[src/rtl/core/lja_pkg.sv]
// ----------------------------------------------------------------------------
// lja_pkg
// Types and step tables for the generator jump-ahead chain.
// ----------------------------------------------------------------------------
`default_nettype none

package lja_pkg;

    // Generator multiplier and increment.
    localparam logic [31:0] LJA_MULT = 32'h0003_43FD;
    localparam logic [31:0] LJA_INC  = 32'h0026_9EC3;

    // Number of step-count bits, one cell for each.
    localparam int LJA_NUM_CELLS = 32;

    typedef logic [31:0] t_word;
    typedef logic [LJA_NUM_CELLS-1:0][31:0] t_tbl;

    // Transaction state handed from one cell to the next.
    typedef struct packed {
        logic  valid;
        t_word seed;
        t_word count;
        t_word acc_mult;
        t_word acc_plus;
    } t_cell_data;

    // Multiplier of 2^k generator steps: a^(2^k) mod 2^32.
    function automatic t_tbl f_mult_tbl();
        t_tbl  tbl;
        t_word m;
        m = LJA_MULT;
        for (int k = 0; k < LJA_NUM_CELLS; k++) begin
            tbl[k] = m;
            m      = m * m;
        end
        return tbl;
    endfunction

    // Increment of 2^k generator steps: c * (1 + a + ... + a^(2^k - 1)).
    function automatic t_tbl f_plus_tbl();
        t_tbl  tbl;
        t_word m;
        t_word p;
        m = LJA_MULT;
        p = LJA_INC;
        for (int k = 0; k < LJA_NUM_CELLS; k++) begin
            tbl[k] = p;
            p      = (m + 32'd1) * p;
            m      = m * m;
        end
        return tbl;
    endfunction

    localparam t_tbl LJA_MULT_TBL = f_mult_tbl();
    localparam t_tbl LJA_PLUS_TBL = f_plus_tbl();

endpackage

`default_nettype wire

[src/rtl/core/lja_cell.sv]
// ----------------------------------------------------------------------------
// lja_cell
// One cell of the jump chain: folds one step-count bit into the accumulated
// affine map and hands the transaction to the next cell.
// ----------------------------------------------------------------------------
`default_nettype none

module lja_cell (
    input  logic               i_clk,
    input  logic               i_rst_n,
    input  logic               i_advance,
    input  lja_pkg::t_word     i_mult,
    input  lja_pkg::t_word     i_plus,
    input  lja_pkg::t_cell_data i_data,
    output lja_pkg::t_cell_data o_data
);
    import lja_pkg::*;

    logic       r_valid;
    t_word      r_seed;
    t_word      r_count;
    t_word      r_acc_mult;
    t_word      r_acc_plus;
    t_word      n_acc_mult;
    t_word      n_acc_plus;

    // When the low count bit is set, compose the map for this bit's step span.
    always_comb begin
        if (i_data.count[0]) begin
            n_acc_mult = i_data.acc_mult * i_mult;
            n_acc_plus = i_data.acc_plus * i_mult + i_plus;
        end else begin
            n_acc_mult = i_data.acc_mult;
            n_acc_plus = i_data.acc_plus;
        end
    end

    // Valid flag follows the chain and is cleared by reset.
    always_ff @(posedge i_clk) begin
        if (!i_rst_n) begin
            r_valid <= 1'b0;
        end else if (i_advance) begin
            r_valid <= i_data.valid;
        end
    end

    // Payload moves one cell per advance; the count drops its used bit.
    always_ff @(posedge i_clk) begin
        if (i_advance) begin
            r_seed     <= i_data.seed;
            r_count    <= {1'b0, i_data.count[31:1]};
            r_acc_mult <= n_acc_mult;
            r_acc_plus <= n_acc_plus;
        end
    end

    assign o_data.valid    = r_valid;
    assign o_data.seed     = r_seed;
    assign o_data.count    = r_count;
    assign o_data.acc_mult = r_acc_mult;
    assign o_data.acc_plus = r_acc_plus;

endmodule

`default_nettype wire

[config.mk]
export PLATFORM = sky130hd
export DESIGN_NAME = lja_cell
export DESIGN_NICKNAME = d
export VERILOG_FILES = /design/src/rtl/core/lja_pkg.sv /design/src/rtl/core/lja_cell.sv
export SDC_FILE = /design/constraint.sdc
export NUM_CORES = 2
export LEC_CHECK = 0
export BUFFER_PORTS_ARGS = -buffer_cell sky130_fd_sc_hd__clkbuf_2
export CORE_ASPECT_RATIO = 0.9
export CORE_UTILIZATION = 55
export CTS_BUF_LIST = sky130_fd_sc_hd__clkbuf_4 sky130_fd_sc_hd__clkbuf_8
export CTS_CLUSTER_SIZE = 8
export DETAILED_ROUTE_END_ITERATION = 8
export PLACE_DENSITY = 0.74
export SYNTH_ARGS = -nofsm -noshare
export SYNTH_HDL_FRONTEND = slang
export SYNTH_SLANG_ARGS = --single-unit
[constraint.sdc]
create_clock -name i_clk -period 8.9 [get_ports i_clk]
set_clock_uncertainty 0.1 [all_clocks]
set_input_delay 0.445 -clock i_clk [delete_from_list [all_inputs] [get_ports i_clk]]
set_output_delay 0.445 -clock i_clk [all_outputs]
set_load 0.005 [all_outputs]
After elaboration in Yosys (flattened, before gate mapping):

Index checks and enable logic that the tools add are counted.

* word-level logic and storage cells: 10
* register bits after elaboration: 128
* input port bits: 196
* output and inout port bits: 129

* muxes and demuxes: 2
* multipliers: 2
* add/sub/neg operators: 1

Operators by type and width (count)
* $mul 32x32->32: 2
* $mux 32: 2
* $add 32x32->32: 1

Depth between registers and ports, before layout:

* word-level depth: 3
* gate-level depth with buffers: 29
* depth with buffers taken out: 27

Least setup slack after synthesis:

Ideal clock, no wire load.

* path type: input -> register
* from: in i_mult[0]
* to: reg r_acc_plus[29], data pin
* library setup time: 260 ps
* data arrival time: 7202 ps
* required time: 8540 ps
* path slack: 1339 ps
* path buffers: 2
* stages: 27
* path through: clkbuf_1 > clkbuf_1 > and2_1 > fa_1 > fa_1 > fa_1 > inv_1 > fa_1 > inv_1 > fa_1 > inv_1 > fa_1 > inv_1 > fa_1 > inv_1 > fa_1 > inv_1 > ha_1 > a21o_1 > a21o_1 > a21o_1 > a311o_1 > a31oi_2 > o21ai_2 > a31oi_1 > xnor2_1 > mux2_2

* longest elaborated chain between the ends: 3

RTL lines
* from (decl): line lja_cell.sv:12 `input lja_pkg::t_word i_mult,`
* $mul 32x32->32: line lja_cell.sv:31 `n_acc_plus = i_data.acc_plus * i_mult + i_plus;`
* $add 32x32->32: line lja_cell.sv:31
* $mux 32: line lja_cell.sv:29 `if (i_data.count[0]) begin`
* named net n_acc_plus[29]: line lja_cell.sv:25 `t_word n_acc_plus;`
* to (signal assigned): line lja_cell.sv:53 `r_acc_plus <= n_acc_plus;`
* to (decl): line lja_cell.sv:23 `t_word r_acc_plus;`

The timed path passes the listed nets, and every way through them passes these cells.
A chain may end at the register's enable or synchronous reset.

Worst setup path after layout:

* from: in i_mult[6]
* to: reg r_acc_mult[30], data pin

* longest elaborated chain between the ends: 2

RTL lines
* $mul 32x32->32: line lja_cell.sv:30 `n_acc_mult = i_data.acc_mult * i_mult;`
* $mux 32: line lja_cell.sv:29
* named net n_acc_mult[30]: line lja_cell.sv:24 `t_word n_acc_mult;`
* to (signal assigned): line lja_cell.sv:52 `r_acc_mult <= n_acc_mult;`
* to (decl): line lja_cell.sv:22 `t_word r_acc_mult;`

The timed path passes the listed nets, and every way through them passes these cells.

==> flow_metrics.env <==
export IMPL_cts_sink_count=128
export IMPL_fin_crit_sh_pct=84.6
export IMPL_start_kind="input port"
export IMPL_slowest_stage="fa_1"
export IMPL_slew_violations=0
export IMPL_syn2layout_area_growth_pct=8.84
export IMPL_syn_avg_cell_area_um2=9.70
export IMPL_clk_pin_slew_worst_paths_ns=0.10
export IMPL_grt_max_degree=67
export IMPL_die_area_um2=68500
export IMPL_ant_nets=0
export IMPL_cts_root_buffer="clkbuf_8"
export IMPL_finalSetupViolCount=0
export IMPL_synth_cell_types=69
export IMPL_crit_type="in2reg"
export IMPL_ys_flop_type="edfxtp_1"
export IMPL_maxSlewHeadroom_pct=38.4
export IMPL_min_path_type="in2reg"
export IMPL_grtUsageMet1_pct=40.2
export IMPL_via_count=26400
export IMPL_grt_pass1_vias=28700
export IMPL_crit_top_cell="fa_1"
export IMPL_portBuffers=323
export IMPL_busiest_layer="met2"
export IMPL_drt_iter0_markers=1722
export IMPL_cts_htree_levels=4
export IMPL_endpoint_kind="flip-flop"
export IMPL_synthArstFlopShare_pct=0
export IMPL_ys_warn_count=0
export IMPL_fp_dieW_um=276
export IMPL_syn_cell_area_um2=37100
export IMPL_fin_nets=5349
export IMPL_crit_fanout=28
export IMPL_use_met2_pct=49.1
export IMPL_gr_usage_all_layers_pct=29.7
export IMPL_drt_pass1_iterations=6
export IMPL_final_hold_viol_count=0
export IMPL_yosysTopAreaCell="fa_1"
export IMPL_hold_slack_ns=0.0636
export IMPL_synth_seq_cells=128
export IMPL_use_met3_pct=5.82
export IMPL_insertion_delay_ns=0.51
export IMPL_gp_congestion=0.898
export IMPL_ys_top_cells_by_area="fa_1, and2_1, edfxtp_1"
export IMPL_core_um2=66100
export IMPL_clockBufferDepth=2
export IMPL_wl_per_cell_um=19.2
export IMPL_io_pins=325
export IMPL_grt_overflow_total=0
export IMPL_critPathMaxStageDelay_ns=0.53
export IMPL_fmax_mhz=133
export IMPL_finalWirelength_mm=94.8
export IMPL_drive_above_1_share_pct=11.3
export IMPL_rsz0062_at_grt="no"
export IMPL_worstPathRequired_ns=9.08
export IMPL_critPathTopFamily="adder cells"
export IMPL_synth_edf_count=127
export IMPL_worstMarginPinSlew_ns=0.925
export IMPL_synth_cells=3823
export IMPL_synth_nets=5112
export IMPL_yosysTopAreaCellShare_pct=45.7
export IMPL_dp_hpwl_mm=75.9
export IMPL_grt_first_pass_wirelength_mm=155
export IMPL_cp_arrival_ns=7.71
export IMPL_ys_seq_area_share_pct=10.3
export IMPL_initial_core_util_pct=56.1
export IMPL_cp_buffers_inverters=6
export IMPL_core_rowCount=89
export IMPL_cts_buffers=17
export IMPL_drc=0
export IMPL_cp_cell_sequence="clkbuf_2 -> buf_4 -> and2_1 -> fa_1 -> fa_1 -> fa_1 -> inv_1 -> fa_1 -> inv_1 -> fa_1 -> inv_1 -> fa_1 -> inv_1 -> fa_1 -> fa_1 -> ha_1 -> a21o_1 -> a21o_1 -> a21oi_1 -> o22ai_1 -> a2111oi_2 -> o31ai_1 -> xor2_1 -> mux2_2"
export IMPL_vias_per_cell=5.35
export IMPL_maxCapViolations=0
export IMPL_final_common_cell="inv_1"
export IMPL_antenna_found_initial=4
export IMPL_cts_tree="built"
export IMPL_worst_r2r_setup_slack_ns=8.20
export IMPL_layout_common_cells="inv_1, fa_1, and2_1"
export IMPL_status="completed"
export IMPL_period_needed_ns=7.53
export IMPL_dieHeight_um=248
export IMPL_fin_tns_setup_ns=0
[per-layer routing]
metal	wire (µm)	share of wire, %
met1	38500	41
met3	8100	8.5
met5	40	0.042
met2	45800	48
met4	2330	2.5
[registers in the layout (all words and copies together), names as in the netlist]
register	flops
r_seed	32
r_acc_plus	32
r_count	31
r_valid	1
r_acc_mult	32
[logic make-up after synthesis]
family	after synthesis	share of synthesized area, %
fa+ha+maj	1093	54.0
compound gates	149	2.92
other cells	1	0.0101
xor+xnor	169	3.99
simple gates	1152	16.2
flops	128	10.3
buf+inv	1079	10.9
mux	52	1.57
[repair_timing]
action	4_1_cts	5_1_grt
hold endpoints to repair	63	0
hold buffers	63	0
gates resized for setup	0	0
buffers inserted	0	0
[layout make-up]
type                            count  area [µm²]
Multi-Input combinational cell   2616       29200
Fill cell                        5662       25800
Sequential cell                   128        3830
Inverter                          873        3280
Timing Repair Buffer              424        2550
Tap cell                          864        1080
Clock buffer                       17         234
Clock inverter                     15         190
Antenna cell                        1        2.50
[through the flow]
step / instance area [µm²] / std cells / util, % / setup WS [ns]
after floorplan: 37100 / 3823 / - / 1.34
after global placement: 39300 / 4842 / 59.4 / 0.964
after detailed placement: 39300 / 4842 / 59.4 / 0.879
after CTS: 40400 / 4937 / 61.0 / 1.48
after global routing: 40400 / 4937 / 61.0 / 1.12
final: 40400 / 4938 / 61.0 / 1.37
[cells in the mapped netlist, types with 10 or more instances]
library cell,count
a21o_1,25
a21oi_1,41
and2_1,627
clkbuf_1,201
edfxtp_1,127
fa_1,846
ha_1,247
inv_1,873
mux2_2,48
nand2_1,450
nor2_1,28
nor2b_1,10
o21a_1,10
o21ai_0,16
xnor2_1,134
xor2_1,35
[worst paths after layout]
kind                   from        endpoint  depth (start not counted)
setup / recovery  i_mult[6]  r_acc_mult[30]                         24
hold reg to reg     r_valid         r_valid                          2
setup reg to reg    r_valid         r_valid                          2
hold / removal      i_rst_n         r_valid                          2
Power is not shown: default switching activity piles up to over one toggle a cycle in this logic, so the estimate is an artifact.
