$ cat src/rtl/core/lja_pkg.sv
// ----------------------------------------------------------------------------
// lja_pkg
// Types and step tables for the generator jump-ahead chain.
// ----------------------------------------------------------------------------
`default_nettype none

package lja_pkg;

    // Generator multiplier and increment.
    localparam logic [31:0] LJA_MULT = 32'h0003_43FD;
    localparam logic [31:0] LJA_INC  = 32'h0026_9EC3;

    // Number of step-count bits, one cell for each.
    localparam int LJA_NUM_CELLS = 32;

    typedef logic [31:0] t_word;
    typedef logic [LJA_NUM_CELLS-1:0][31:0] t_tbl;

    // Transaction state handed from one cell to the next.
    typedef struct packed {
        logic  valid;
        t_word seed;
        t_word count;
        t_word acc_mult;
        t_word acc_plus;
    } t_cell_data;

    // Multiplier of 2^k generator steps: a^(2^k) mod 2^32.
    function automatic t_tbl f_mult_tbl();
        t_tbl  tbl;
        t_word m;
        m = LJA_MULT;
        for (int k = 0; k < LJA_NUM_CELLS; k++) begin
            tbl[k] = m;
            m      = m * m;
        end
        return tbl;
    endfunction

    // Increment of 2^k generator steps: c * (1 + a + ... + a^(2^k - 1)).
    function automatic t_tbl f_plus_tbl();
        t_tbl  tbl;
        t_word m;
        t_word p;
        m = LJA_MULT;
        p = LJA_INC;
        for (int k = 0; k < LJA_NUM_CELLS; k++) begin
            tbl[k] = p;
            p      = (m + 32'd1) * p;
            m      = m * m;
        end
        return tbl;
    endfunction

    localparam t_tbl LJA_MULT_TBL = f_mult_tbl();
    localparam t_tbl LJA_PLUS_TBL = f_plus_tbl();

endpackage

`default_nettype wire

$ cat src/rtl/core/lja_out_stage.sv
// ----------------------------------------------------------------------------
// lja_out_stage
// Output register: applies the accumulated map to the seed and holds the
// result until the downstream side takes it.
// ----------------------------------------------------------------------------
`default_nettype none

module lja_out_stage (
    input  logic                i_clk,
    input  logic                i_rst_n,
    input  logic                i_advance,
    input  lja_pkg::t_cell_data i_data,
    output logic                o_valid,
    output lja_pkg::t_word      o_new_seed
);
    import lja_pkg::*;

    logic  r_valid;
    t_word r_new_seed;
    t_word n_new_seed;

    // Final affine step: acc_mult * seed + acc_plus.
    assign n_new_seed = i_data.acc_mult * i_data.seed + i_data.acc_plus;

    always_ff @(posedge i_clk) begin
        if (!i_rst_n) begin
            r_valid <= 1'b0;
        end else if (i_advance) begin
            r_valid <= i_data.valid;
        end
    end

    always_ff @(posedge i_clk) begin
        if (i_advance) begin
            r_new_seed <= n_new_seed;
        end
    end

    assign o_valid    = r_valid;
    assign o_new_seed = r_new_seed;

endmodule

`default_nettype wire

$ cat config.mk
export PLATFORM = sky130hd
export DESIGN_NAME = lja_out_stage
export DESIGN_NICKNAME = d
export VERILOG_FILES = /design/src/rtl/core/lja_pkg.sv /design/src/rtl/core/lja_out_stage.sv
export SDC_FILE = /design/constraint.sdc
export NUM_CORES = 1
export LEC_CHECK = 0
export BUFFER_PORTS_ARGS = -buffer_cell sky130_fd_sc_hd__buf_2
export CAP_MARGIN = 15
export CORE_MARGIN = 2
export CORE_UTILIZATION = 30
export DETAILED_ROUTE_END_ITERATION = 6
export GPL_TIMING_DRIVEN = 1
export PLACE_DENSITY = 0.54
export RECOVER_POWER = 100
export SLEW_MARGIN = 20
export SYNTH_ARGS = -nofsm -noshare
export SYNTH_HDL_FRONTEND = slang
export SYNTH_SLANG_ARGS = --single-unit
export TNS_END_PERCENT = 20
$ cat constraint.sdc
create_clock -name i_clk -period 8.6 [get_ports i_clk]
set_input_delay 2.58 -clock i_clk [delete_from_list [all_inputs] [get_ports i_clk]]
set_output_delay 2.58 -clock i_clk [all_outputs]
set_load 0.1 [all_outputs]
Word level (Yosys, flattened, before mapping) --
Cells that the tools add are included.
Word-level totals: flip-flop bits (word level) 33, input bits 132, output and inout bits 33, logic and storage cells 4
Cells by class: add/subtract/negate cells 1, $mul 1
Operators with widths (number):
- adder 32 bit | 1
- multiplier 32 x 32 -> 32 bit | 1

Depth between registers and ports, before layout --
Gate-level depths: netlist of run 1.
depth in word-level cells 2, mapped depth 28, gate-level depth less buffers 26

Worst setup path before layout of run 1 --
Ideal clock, no wire load.
path kind input-to-reg, start input port i_data[44] in the netlist's numbering, end register r_new_seed[31], in the netlist o_new_seed[31] (data pin), library setup time 260 ps, arrival time 8884 ps, required time 8340 ps, path slack -544 ps, stages 26, path buffers 2, path through clkbuf_1 -> clkbuf_1 -> and2_1 -> fa_1 -> fa_1 -> fa_1 -> inv_1 -> fa_1 -> inv_1 -> fa_1 -> inv_1 -> fa_1 -> inv_1 -> fa_1 -> inv_1 -> fa_1 -> inv_1 -> ha_1 -> a21o_1 -> a31oi_1 -> o211ai_1 -> a21oi_1 -> o32ai_2 -> o311a_1 -> o22ai_2 -> xnor2_1
On the way: cells in the longest elaborated chain, start to end 2
RTL lines:
- start: declaration | line lja_out_stage.sv:12 | input lja_pkg::t_cell_data i_data,
- multiplier 32 x 32 -> 32 bit | line lja_out_stage.sv:23 | assign n_new_seed = i_data.acc_mult * i_data.seed + i_data.acc_plus;
- adder 32 bit | line lja_out_stage.sv:23
- net n_new_seed[31] | line lja_out_stage.sv:20 | t_word n_new_seed;
- end signal: assignment | line lja_out_stage.sv:35 | r_new_seed <= n_new_seed;
- end: declaration | line lja_out_stage.sv:19 | t_word r_new_seed;
The timed path passes the listed nets, and every way through them passes these cells. A chain may end at the register's enable or synchronous reset.

Worst setup path after layout of run 1 --
start input port i_data[41] in the netlist's numbering, end register r_new_seed[31], in the netlist o_new_seed[31] (data pin)
Same word-level chain as after synthesis.

==> results of run 1 <==
[synth_stat cells (2+ instances only)]
library cell	n
o211ai_1	5
or3_1	2
buf_2	2
xor2_1	20
xnor2_1	67
a211oi_1	2
nor3_1	2
inv_1	485
edfxtp_1	32
and3_1	2
nor3b_1	2
a21o_1	18
a21oi_1	14
a31oi_1	4
clkbuf_1	79
o21bai_1	2
fa_1	438
a21o_2	2
o21ai_0	4
nor2_1	12
ha_1	124
o21a_1	3
a211o_1	2
o21ai_2	2
and2_1	365
nand2_1	174
mux2i_1	3
nand2b_1	2
nand3_1	3
and4_1	2
[layout make-up]
class                           instances  area, sq um
Inverter                              485         1820
Multi-Input combinational cell       1293        15100
Tap cell                              773          967
Fill cell                            6122        37600
Sequential cell                        33          981
Timing Repair Buffer                  332         2380
Clock inverter                          2         37.5
Clock buffer                            6          139
[routing by layer]
metal,global-route usage,part of all wire
met5,0,0.00032
met4,0.0387,0.023
met3,0.0199,0.039
met2,0.302,0.49
met1,0.228,0.45
[stage by stage]
| stage | worst slack [ns] | area, sq um |
|---|---|---|
| floorplan | -0.220 | 18100 |
| global placement | -0.654 | 20800 |
| detailed placement | -0.688 | 20800 |
| CTS | -0.128 | 21400 |
| global route | -0.322 | 21400 |
| finish | -0.0891 | 21400 |
[critical path, delay by kind of cell]
family          cells  cell delay [ns]
buf+inv             8             0.80
xor+xnor            1             0.10
fa+ha+maj           9             4.33
compound gates      3             0.63
simple gates        3             0.28
[timing repair]
item | 4_1_cts | 5_1_grt
setup buffers | 6 | 0
setup endpoints to repair | 15 | 12
hold buffers | 0 | 0
pin swaps | 49 | 15
resized for setup | 95 | 19
[flip-flops by register name, summed over array words and instances (netlist names)]
signal and count:
o_valid 1, o_new_seed 32
[how the worst max path moves through the flow]
stage          cells after the start             end
2_1_floorplan                     26  o_new_seed[31]
3_3_place_gp                      26  o_new_seed[31]
3_5_place_dp                      25  o_new_seed[31]
4_1_cts                           23  o_new_seed[31]
5_1_grt                           24  o_new_seed[31]
6_report                          24  o_new_seed[31]
[logic make-up after synthesis]
group | Yosys count | synth area share
simple gates | 571 | 0.174
buf+inv | 567 | 0.119
fa+ha+maj | 562 | 0.576
xor+xnor | 87 | 0.0426
compound gates | 70 | 0.0317
flops | 33 | 0.0548
mux | 3 | 0.00168
==> flow_summary.ini, run 1 <==
[setup_path]
cp_slowest_cell = fa_2
arrival_ns = 8.73
worstRegToRegCells = 2
worst-r2r-setup-slack_ns = 7.97
cp-end-kind = flip-flop
start_kind = primary input
r2r_end = o_valid
r2r-start = o_valid
critPathRequiredTime_ns = 8.64
crit_fanout = 7
path_cells = buf_4 -> buf_4 -> buf_4 -> and2_1 -> fa_1 -> inv_1 -> fa_1 -> fa_1 -> fa_1 -> inv_1 -> fa_1 -> fa_1 -> fa_1 -> inv_1 -> fa_2 -> inv_1 -> ha_1 -> nand2_1 -> nand2_1 -> a21oi_2 -> inv_1 -> o311a_1 -> o22ai_2 -> xnor2_1
critical-path-max-stage-delay_ns = 0.56
crit_top_cell = fa_1
crit_start = i_data[41]
worstSetupPathType = in -> reg

[sta]
worstMarginPinSlew_ns = 1.94
slew_viol_final = 34
whs_ns = 0.529
fin_worst_skew_ns = 0
relSlewSlack = -0.296
setup_viol = 5
rsz0062_at_grt = yes
max_freq_ghz = 0.115
setup_tns_ns = -0.206
fin_crit_ns = 8.69
fin_ws_ns = -0.0891
min_period_over_period = 1.01
hold_viol = 0

[min_path]
min-delay-start = o_valid
whs_endpoint = o_valid
min_path_type = reg -> reg
whs_path_depth = 2

[finish]
utilization = 0.363
antenna-diode-count = 0
mostFrequentLayoutCell = inv_1
area_delta_synth_final_pct = 19.7
layout.cells.non_filler = 2924
final_cell_mix = inv_1, fa_1, and2_1
drive_gt1_frac = 0.179
layout.nets = 2844

[status]
status = finished, violations left
violations = capacitance limit, slew limit, setup timing

[global_routing]
grt_pass1_wl_microns = 80900
grt_start_max_net_pins = 34
grt_pass1_vias = 14500
grt_overflow = 0
track_usage = 0.173
antenna_found_initial = 3

[die]
die_w_microns = 248
rows = 89
coreArea_sq_um = 59000
dieArea_sq_um = 61700
io-pin-count = 165
die_h_microns = 248
start_util = 0.303

[clock_network]
htreeDepth = 2
insertion_delay_ns = 0.30
clk_path_buf_depth = 2
clkSinkCount = 33
cts_tree = done
clk_pin_slew_worst_paths_ns = 0.06
cts_buffers = 5
cts-root-buf = clkbuf_16

[routing]
wire_per_inst_microns = 17.3
first_pass_iters = 5
wirelength_microns = 50600
drc_errors = 0
drt-initial-drc-count = 477
route.vias.total = 12900
ant_nets = 0
vias_per_cell = 4.40

[placed_design]
place_hpwl_microns = 45500
io_buffers = 132
globalplace.congestion = 0.873
place_inst = 2910

[yosys]
ys.flop_type = edfxtp_1
yosysTopAreaCell = fa_1
syn_area_sq_um = 17900
synth.distinct_cells = 49
synth_fp_nets = 2587
yosysTopAreaCellShare = 0.490
synth_seq_cells = 33
syn_area_per_cell_sq_um = 9.46
yosys-top-cells-area = fa_1, and2_1, inv_1, ha_1, edfxtp_1
yosys_warnings = 0
synth-async-reset-ratio = 0
synth_cells = 1893
synth_edf_count = 32
yosysSeqAreaShare = 0.0548

[run]
maxCapViolCount = 1
Power of run 1 is left out: the tool's default activity adds up to more than one toggle a clock period on the data nets, which glitch-free logic cannot reach.
==> run 2: changes to the inputs <==
--- a/config.mk
+++ b/config.mk
@@ -5,14 +5,16 @@
 export SDC_FILE = /design/constraint.sdc
 export NUM_CORES = 1
 export LEC_CHECK = 0
+export ABC_AREA = 1
 export BUFFER_PORTS_ARGS = -buffer_cell sky130_fd_sc_hd__buf_2
 export CAP_MARGIN = 15
 export CORE_MARGIN = 2
 export CORE_UTILIZATION = 30
 export DETAILED_ROUTE_END_ITERATION = 6
 export GPL_TIMING_DRIVEN = 1
-export PLACE_DENSITY = 0.54
+export PLACE_DENSITY = 0.53
 export RECOVER_POWER = 100
+export REMOVE_ABC_BUFFERS = 1
 export SLEW_MARGIN = 20
 export SYNTH_ARGS = -nofsm -noshare
 export SYNTH_HDL_FRONTEND = slang
==> run 2 against run 1 <==
The run ends with capacitance limit, slew limit left. Final cell count grew 27%. Synthesized cell count grew 35%. Area after synthesis grew 7.9%. First-iteration DRC count grew 16%. Via count grew 19%. Clock skew is the same. Die area grew 7.8%. Critical path type unchanged. Largest cell class unchanged.
==> flow_summary.ini, run 2 <==
[clock_network]
insertion_delay_ns = 0.27
cts-root-buf = clkbuf_16
clkSinkCount = 33
cts_buffers = 5
htreeDepth = 2
cts_tree = done
clk_path_buf_depth = 2
clk_pin_slew_worst_paths_ns = 0.06
hold_buffers = 0

[global_routing]
grt_start_max_net_pins = 35
grt_pass1_vias = 16100
grt_pass1_wl_microns = 86100
track_usage = 0.165
grt_overflow = 0
antenna_found_initial = 2

[yosys]
synthSimpleGateAreaFrac = 0.175
yosys_warnings = 0
synth-async-reset-ratio = 0
synth_seq_cells = 33
synth_fa_ha_area_frac = 0.534
syn_area_sq_um = 19300
synthMuxAreaShare = 0
synth_edf_count = 32
yosysTopAreaCellShare = 0.454
ys.flop_type = edfxtp_1
synth.distinct_cells = 38
synth_top_family_by_area = adder cells
yosysSeqAreaShare = 0.0508
yosysTopAreaCell = fa_1
yosys-top-cells-area = fa_1, inv_1, nand2_1, ha_1, edfxtp_1
syn_area_per_cell_sq_um = 7.55
synth_xor_area_frac = 0.0163
synth_most_common_cell = inv_1
synthTopCellsByCount = inv_1, nand2_1, fa_1
synth_cells = 2560
synth_compound_area_frac = 0.0194

[finish]
drive_gt1_frac = 0.190
fillers = 6829
antenna-diode-count = 0
layout.cells.non_filler = 3713
area_delta_synth_final_pct = 23.1
largest_reg_flops = 32
layout.nets = 3551
regArea_sq_um = 981
final_cell_mix = inv_1, nand2_1, fa_1
mostFrequentLayoutCell = inv_1
multi_input_area_sq_um = 14900

[die]
rows = 93
start_util = 0.301
coreArea_sq_um = 64100
die_w_microns = 258
die_h_microns = 258
io-pin-count = 165
dieArea_sq_um = 66500

[setup_path]
critPathRequiredTime_ns = 8.62
cp-end-kind = flip-flop
worstRegToRegCells = 2
cp_top_family = adder cells
crit_fanout = 8
worstSetupPathType = in -> reg
crit_top_cell = inv_2
cp_slowest_cell = fa_1
start_kind = primary input
crit_cells = 27
critical-path-max-stage-delay_ns = 0.55
critPathBufInv = 9
arrival_ns = 8.61

[status]
violations = capacitance limit, slew limit
status = finished, violations left

[routing]
first_pass_iters = 5
vias_per_cell = 4.11
ant_nets = 0
wire_per_inst_microns = 14.4
drc_errors = 0
route.vias.total = 15300
drt-initial-drc-count = 553
wirelength_microns = 53600

[sta]
setup_tns_ns = 0
max_freq_ghz = 0.117
worstMarginPinSlew_ns = 1.74
fin_crit_ns = 8.58
fin_ws_ns = 0.0180
relSlewSlack = -0.159
fin_worst_skew_ns = 0
slew_viol_final = 35
rsz0062_at_grt = yes
hold_viol = 0
setup_viol = 0
min_period_over_period = 0.998

[run]
maxCapViolCount = 1

[placed_design]
place_hpwl_microns = 47400
io_buffers = 132
globalplace.congestion = 0.851
place_inst = 3690
pre_cts_ws_ns = -0.688

[min_path]
whs_path_depth = 2
min_path_type = reg -> reg
==> run 2: changes by cell type after synthesis, moves of 9 or more <==
cell      previous run  this run
and2_1             365         0
nand2_2              0        17
buf_4                0         9
buf_2                2        14
nand3_1              3        45
inv_2                0         9
nand2_1            174       722
nand3b_1             1        14
xnor2_1             67        16
inv_1              485       916
a21o_1              18         3
nor2_1              12        23
a21oi_1             14        24
clkbuf_1            79        70
==> run 2: stage by stage <==
stage               hold slack, ns  instance area, sq um   util
floorplan                    0.986                 18800      -
global placement             0.525                 22700  0.354
detailed placement           0.538                 22700  0.354
CTS                          0.548                 23300  0.363
global route                 0.584                 23800  0.371
finish                       0.540                 23800  0.371
==> run 2: cell type report <==
class	count	area share
Clock inverter	3	0.00195
Tap cell	855	0.0450
Timing Repair Buffer	395	0.133
Clock buffer	5	0.00526
Multi-Input combinational cell	1495	0.627
Sequential cell	33	0.0412
Inverter	927	0.146
==> run 2: worst min-delay path, cell delays in order (launching register included) <==
cell,delay (ns)
dfxtp_1,0.30
o21ai_0,0.15
a21oi_1,0.04
==> run 2: per-layer routing <==
metal	routed length, microns	up-vias	part of all wire	global-route usage
met5	0	-	0	0
met4	883	0	0.016	0.0265
met3	1530	45	0.028	0.00923
met2	27700	238	0.52	0.308
met1	23500	7421	0.44	0.212
li1	-	7552	-	-
==> run 2: final timing paths <==
check | startpoint | to | slack (ns)
max | i_data[100] | o_new_seed[28] | 0.02
max reg2reg | o_valid | o_valid | 7.91
min reg2reg | o_valid | o_valid | 0.54
min | o_valid | o_valid | 0.54
==> run 2: logic make-up after synthesis <==
family          count (synthesis)
buf+inv                      1032
flops                          33
fa+ha+maj                     562
xor+xnor                       36
simple gates                  839
compound gates                 58
==> run 2: timing repair <==
| action | in CTS | in global routing |
|---|---|---|
| gates resized for setup | 94 | 154 |
| pin swaps | 40 | 84 |
| setup endpoints to repair | 11 | 12 |
| gates cloned | 0 | 1 |
| setup buffers | 4 | 11 |
Power of run 2 is left out for the same reason.
==> run 3: changes to the inputs <==
--- a/config.mk
+++ b/config.mk
@@ -8,6 +8,7 @@
 export ABC_AREA = 1
 export BUFFER_PORTS_ARGS = -buffer_cell sky130_fd_sc_hd__buf_2
 export CAP_MARGIN = 15
+export CORE_ASPECT_RATIO = 0.9
 export CORE_MARGIN = 2
 export CORE_UTILIZATION = 30
 export DETAILED_ROUTE_END_ITERATION = 6
==> run 3 against run 2 <==
The run still ends with capacitance limit, slew limit left. Utilization shrank 0.36 points. Final area decreased by 1.4%. First-iteration DRC count increased by 52%. Setup slack better by 0.012 ns. Critical path depth down 1. Sequential cell count did not move. Routed wire length grew 0.19%. Critical path type unchanged. Critical endpoint unchanged.
==> flow_summary.ini, run 3 (same netlist as run 2, synthesis figures left out) <==
[routing]
wire_per_inst_microns = 14.5
wirelength_microns = 53700
drt-initial-drc-count = 840
ant_nets = 0
vias_per_cell = 4.11
drc_errors = 0
first_pass_iters = 5
route.vias.total = 15200

[clock_network]
hold_buffers = 0
htreeDepth = 2
insertion_delay_ns = 0.28
cts_buffers = 5
clk_path_buf_depth = 2
clkSinkCount = 33
cts_tree = done
clk_pin_slew_worst_paths_ns = 0.06
cts-root-buf = clkbuf_16

[setup_path]
worstRegToRegCells = 2
critPathRequiredTime_ns = 8.62
critical-path-max-stage-delay_ns = 0.56
start_kind = primary input
worst-r2r-setup-slack_ns = 7.90
cp-end-kind = flip-flop
cp_slowest_cell = fa_1
worstSetupPathType = in -> reg
crit_fanout = 9
crit_top_cell = fa_1
arrival_ns = 8.59
cp_top_family = adder cells
r2r-start = o_valid
critPathBufInv = 8
r2r_end = o_valid

[finish]
fillers = 6837
regArea_sq_um = 981
design_area_sq_um = 23500
area_delta_synth_final_pct = 21.4
final_cell_mix = inv_1, nand2_1, fa_1
drive_gt1_frac = 0.176
layout.nets = 3540
largest_reg_flops = 32
mostFrequentLayoutCell = inv_1
multi_input_area_sq_um = 14800

[sta]
fin_ws_ns = 0.0303
max_freq_ghz = 0.117
whs_ns = 0.547
fin_worst_skew_ns = 0
hold_viol = 0
rsz0062_at_grt = yes
relSlewSlack = -0.191
setup_viol = 0
worstMarginPinSlew_ns = 1.79
fin_crit_ns = 8.57
slew_viol_final = 35
min_period_over_period = 0.996

[die]
io-pin-count = 165
dieArea_sq_um = 66500
die_h_microns = 245
start_util = 0.303
coreArea_sq_um = 63900
rows = 88
die_w_microns = 272

[placed_design]
placed_area_sq_um = 22600
io_buffers = 132
globalplace.congestion = 0.858
pre_cts_ws_ns = -0.665
place_hpwl_microns = 47600

[global_routing]
grt_overflow = 0
grt_pass1_wl_microns = 86900
track_usage = 0.167
grt_start_max_net_pins = 35
grt_pass1_vias = 15800
antenna_found_initial = 4

[min_path]
min_path_type = reg -> reg
whs_endpoint = o_valid
whs_path_depth = 2
min-delay-start = o_valid

[status]
status = finished, violations left
violations = capacitance limit, slew limit

[run]
maxCapViolCount = 1
[run 3: layout make-up]
class,count,area share
sequential,33,0.0418
tap,855,0.0456
clock buffer,5,0.00533
timing repair buffer,384,0.127
antenna,2,0.000213
inverter,927,0.148
multi-input combinational,1495,0.630
clock inverter,3,0.00197
[run 3: stage by stage]
stage,instances,util,setup TNS (ns)
6_report,3704,0.367,0
5_1_grt,3704,0.367,-1.25
4_1_cts,3699,0.364,-0.00228
3_5_place_dp,3679,0.353,-5.53
3_3_place_gp,3679,0.353,-5.40
2_1_floorplan,2455,-,0
[run 3: worst max-delay path by stage]
stage	depth (start not counted)	endpoint	start	slack (ns)
3_5_place_dp	25	o_new_seed[31]	i_data[96]	-0.67
3_3_place_gp	25	o_new_seed[31]	i_data[96]	-0.63
4_1_cts	27	o_new_seed[31]	i_data[40]	-0.002
6_report	26	o_new_seed[28]	i_data[48]	0.03
5_1_grt	26	o_new_seed[31]	i_data[48]	-0.18
2_1_floorplan	26	o_new_seed[30]	i_data[50]	0.25
[run 3: routing by layer]
| layer | share of wire | global-route usage |
|---|---|---|
| met1 | 0.47 | 0.232 |
| met2 | 0.49 | 0.292 |
| met3 | 0.030 | 0.00763 |
| met4 | 0.015 | 0.0257 |
| met5 | 0 | 0 |
[run 3: timing repair]
item / 4_1_cts / 5_1_grt
setup buffers: 10 / 3
setup endpoints to repair: 10 / 11
pin swaps: 56 / 50
resized for setup: 114 / 68
gates cloned: 3 / 0
[run 3: tightest hold or removal path: cells and delay by family, from the launching register on]
kind / cells / cell delay, ns
compound gates: 2 / 0.20
flops: 1 / 0.30
Power of run 3 is left out for the same reason.
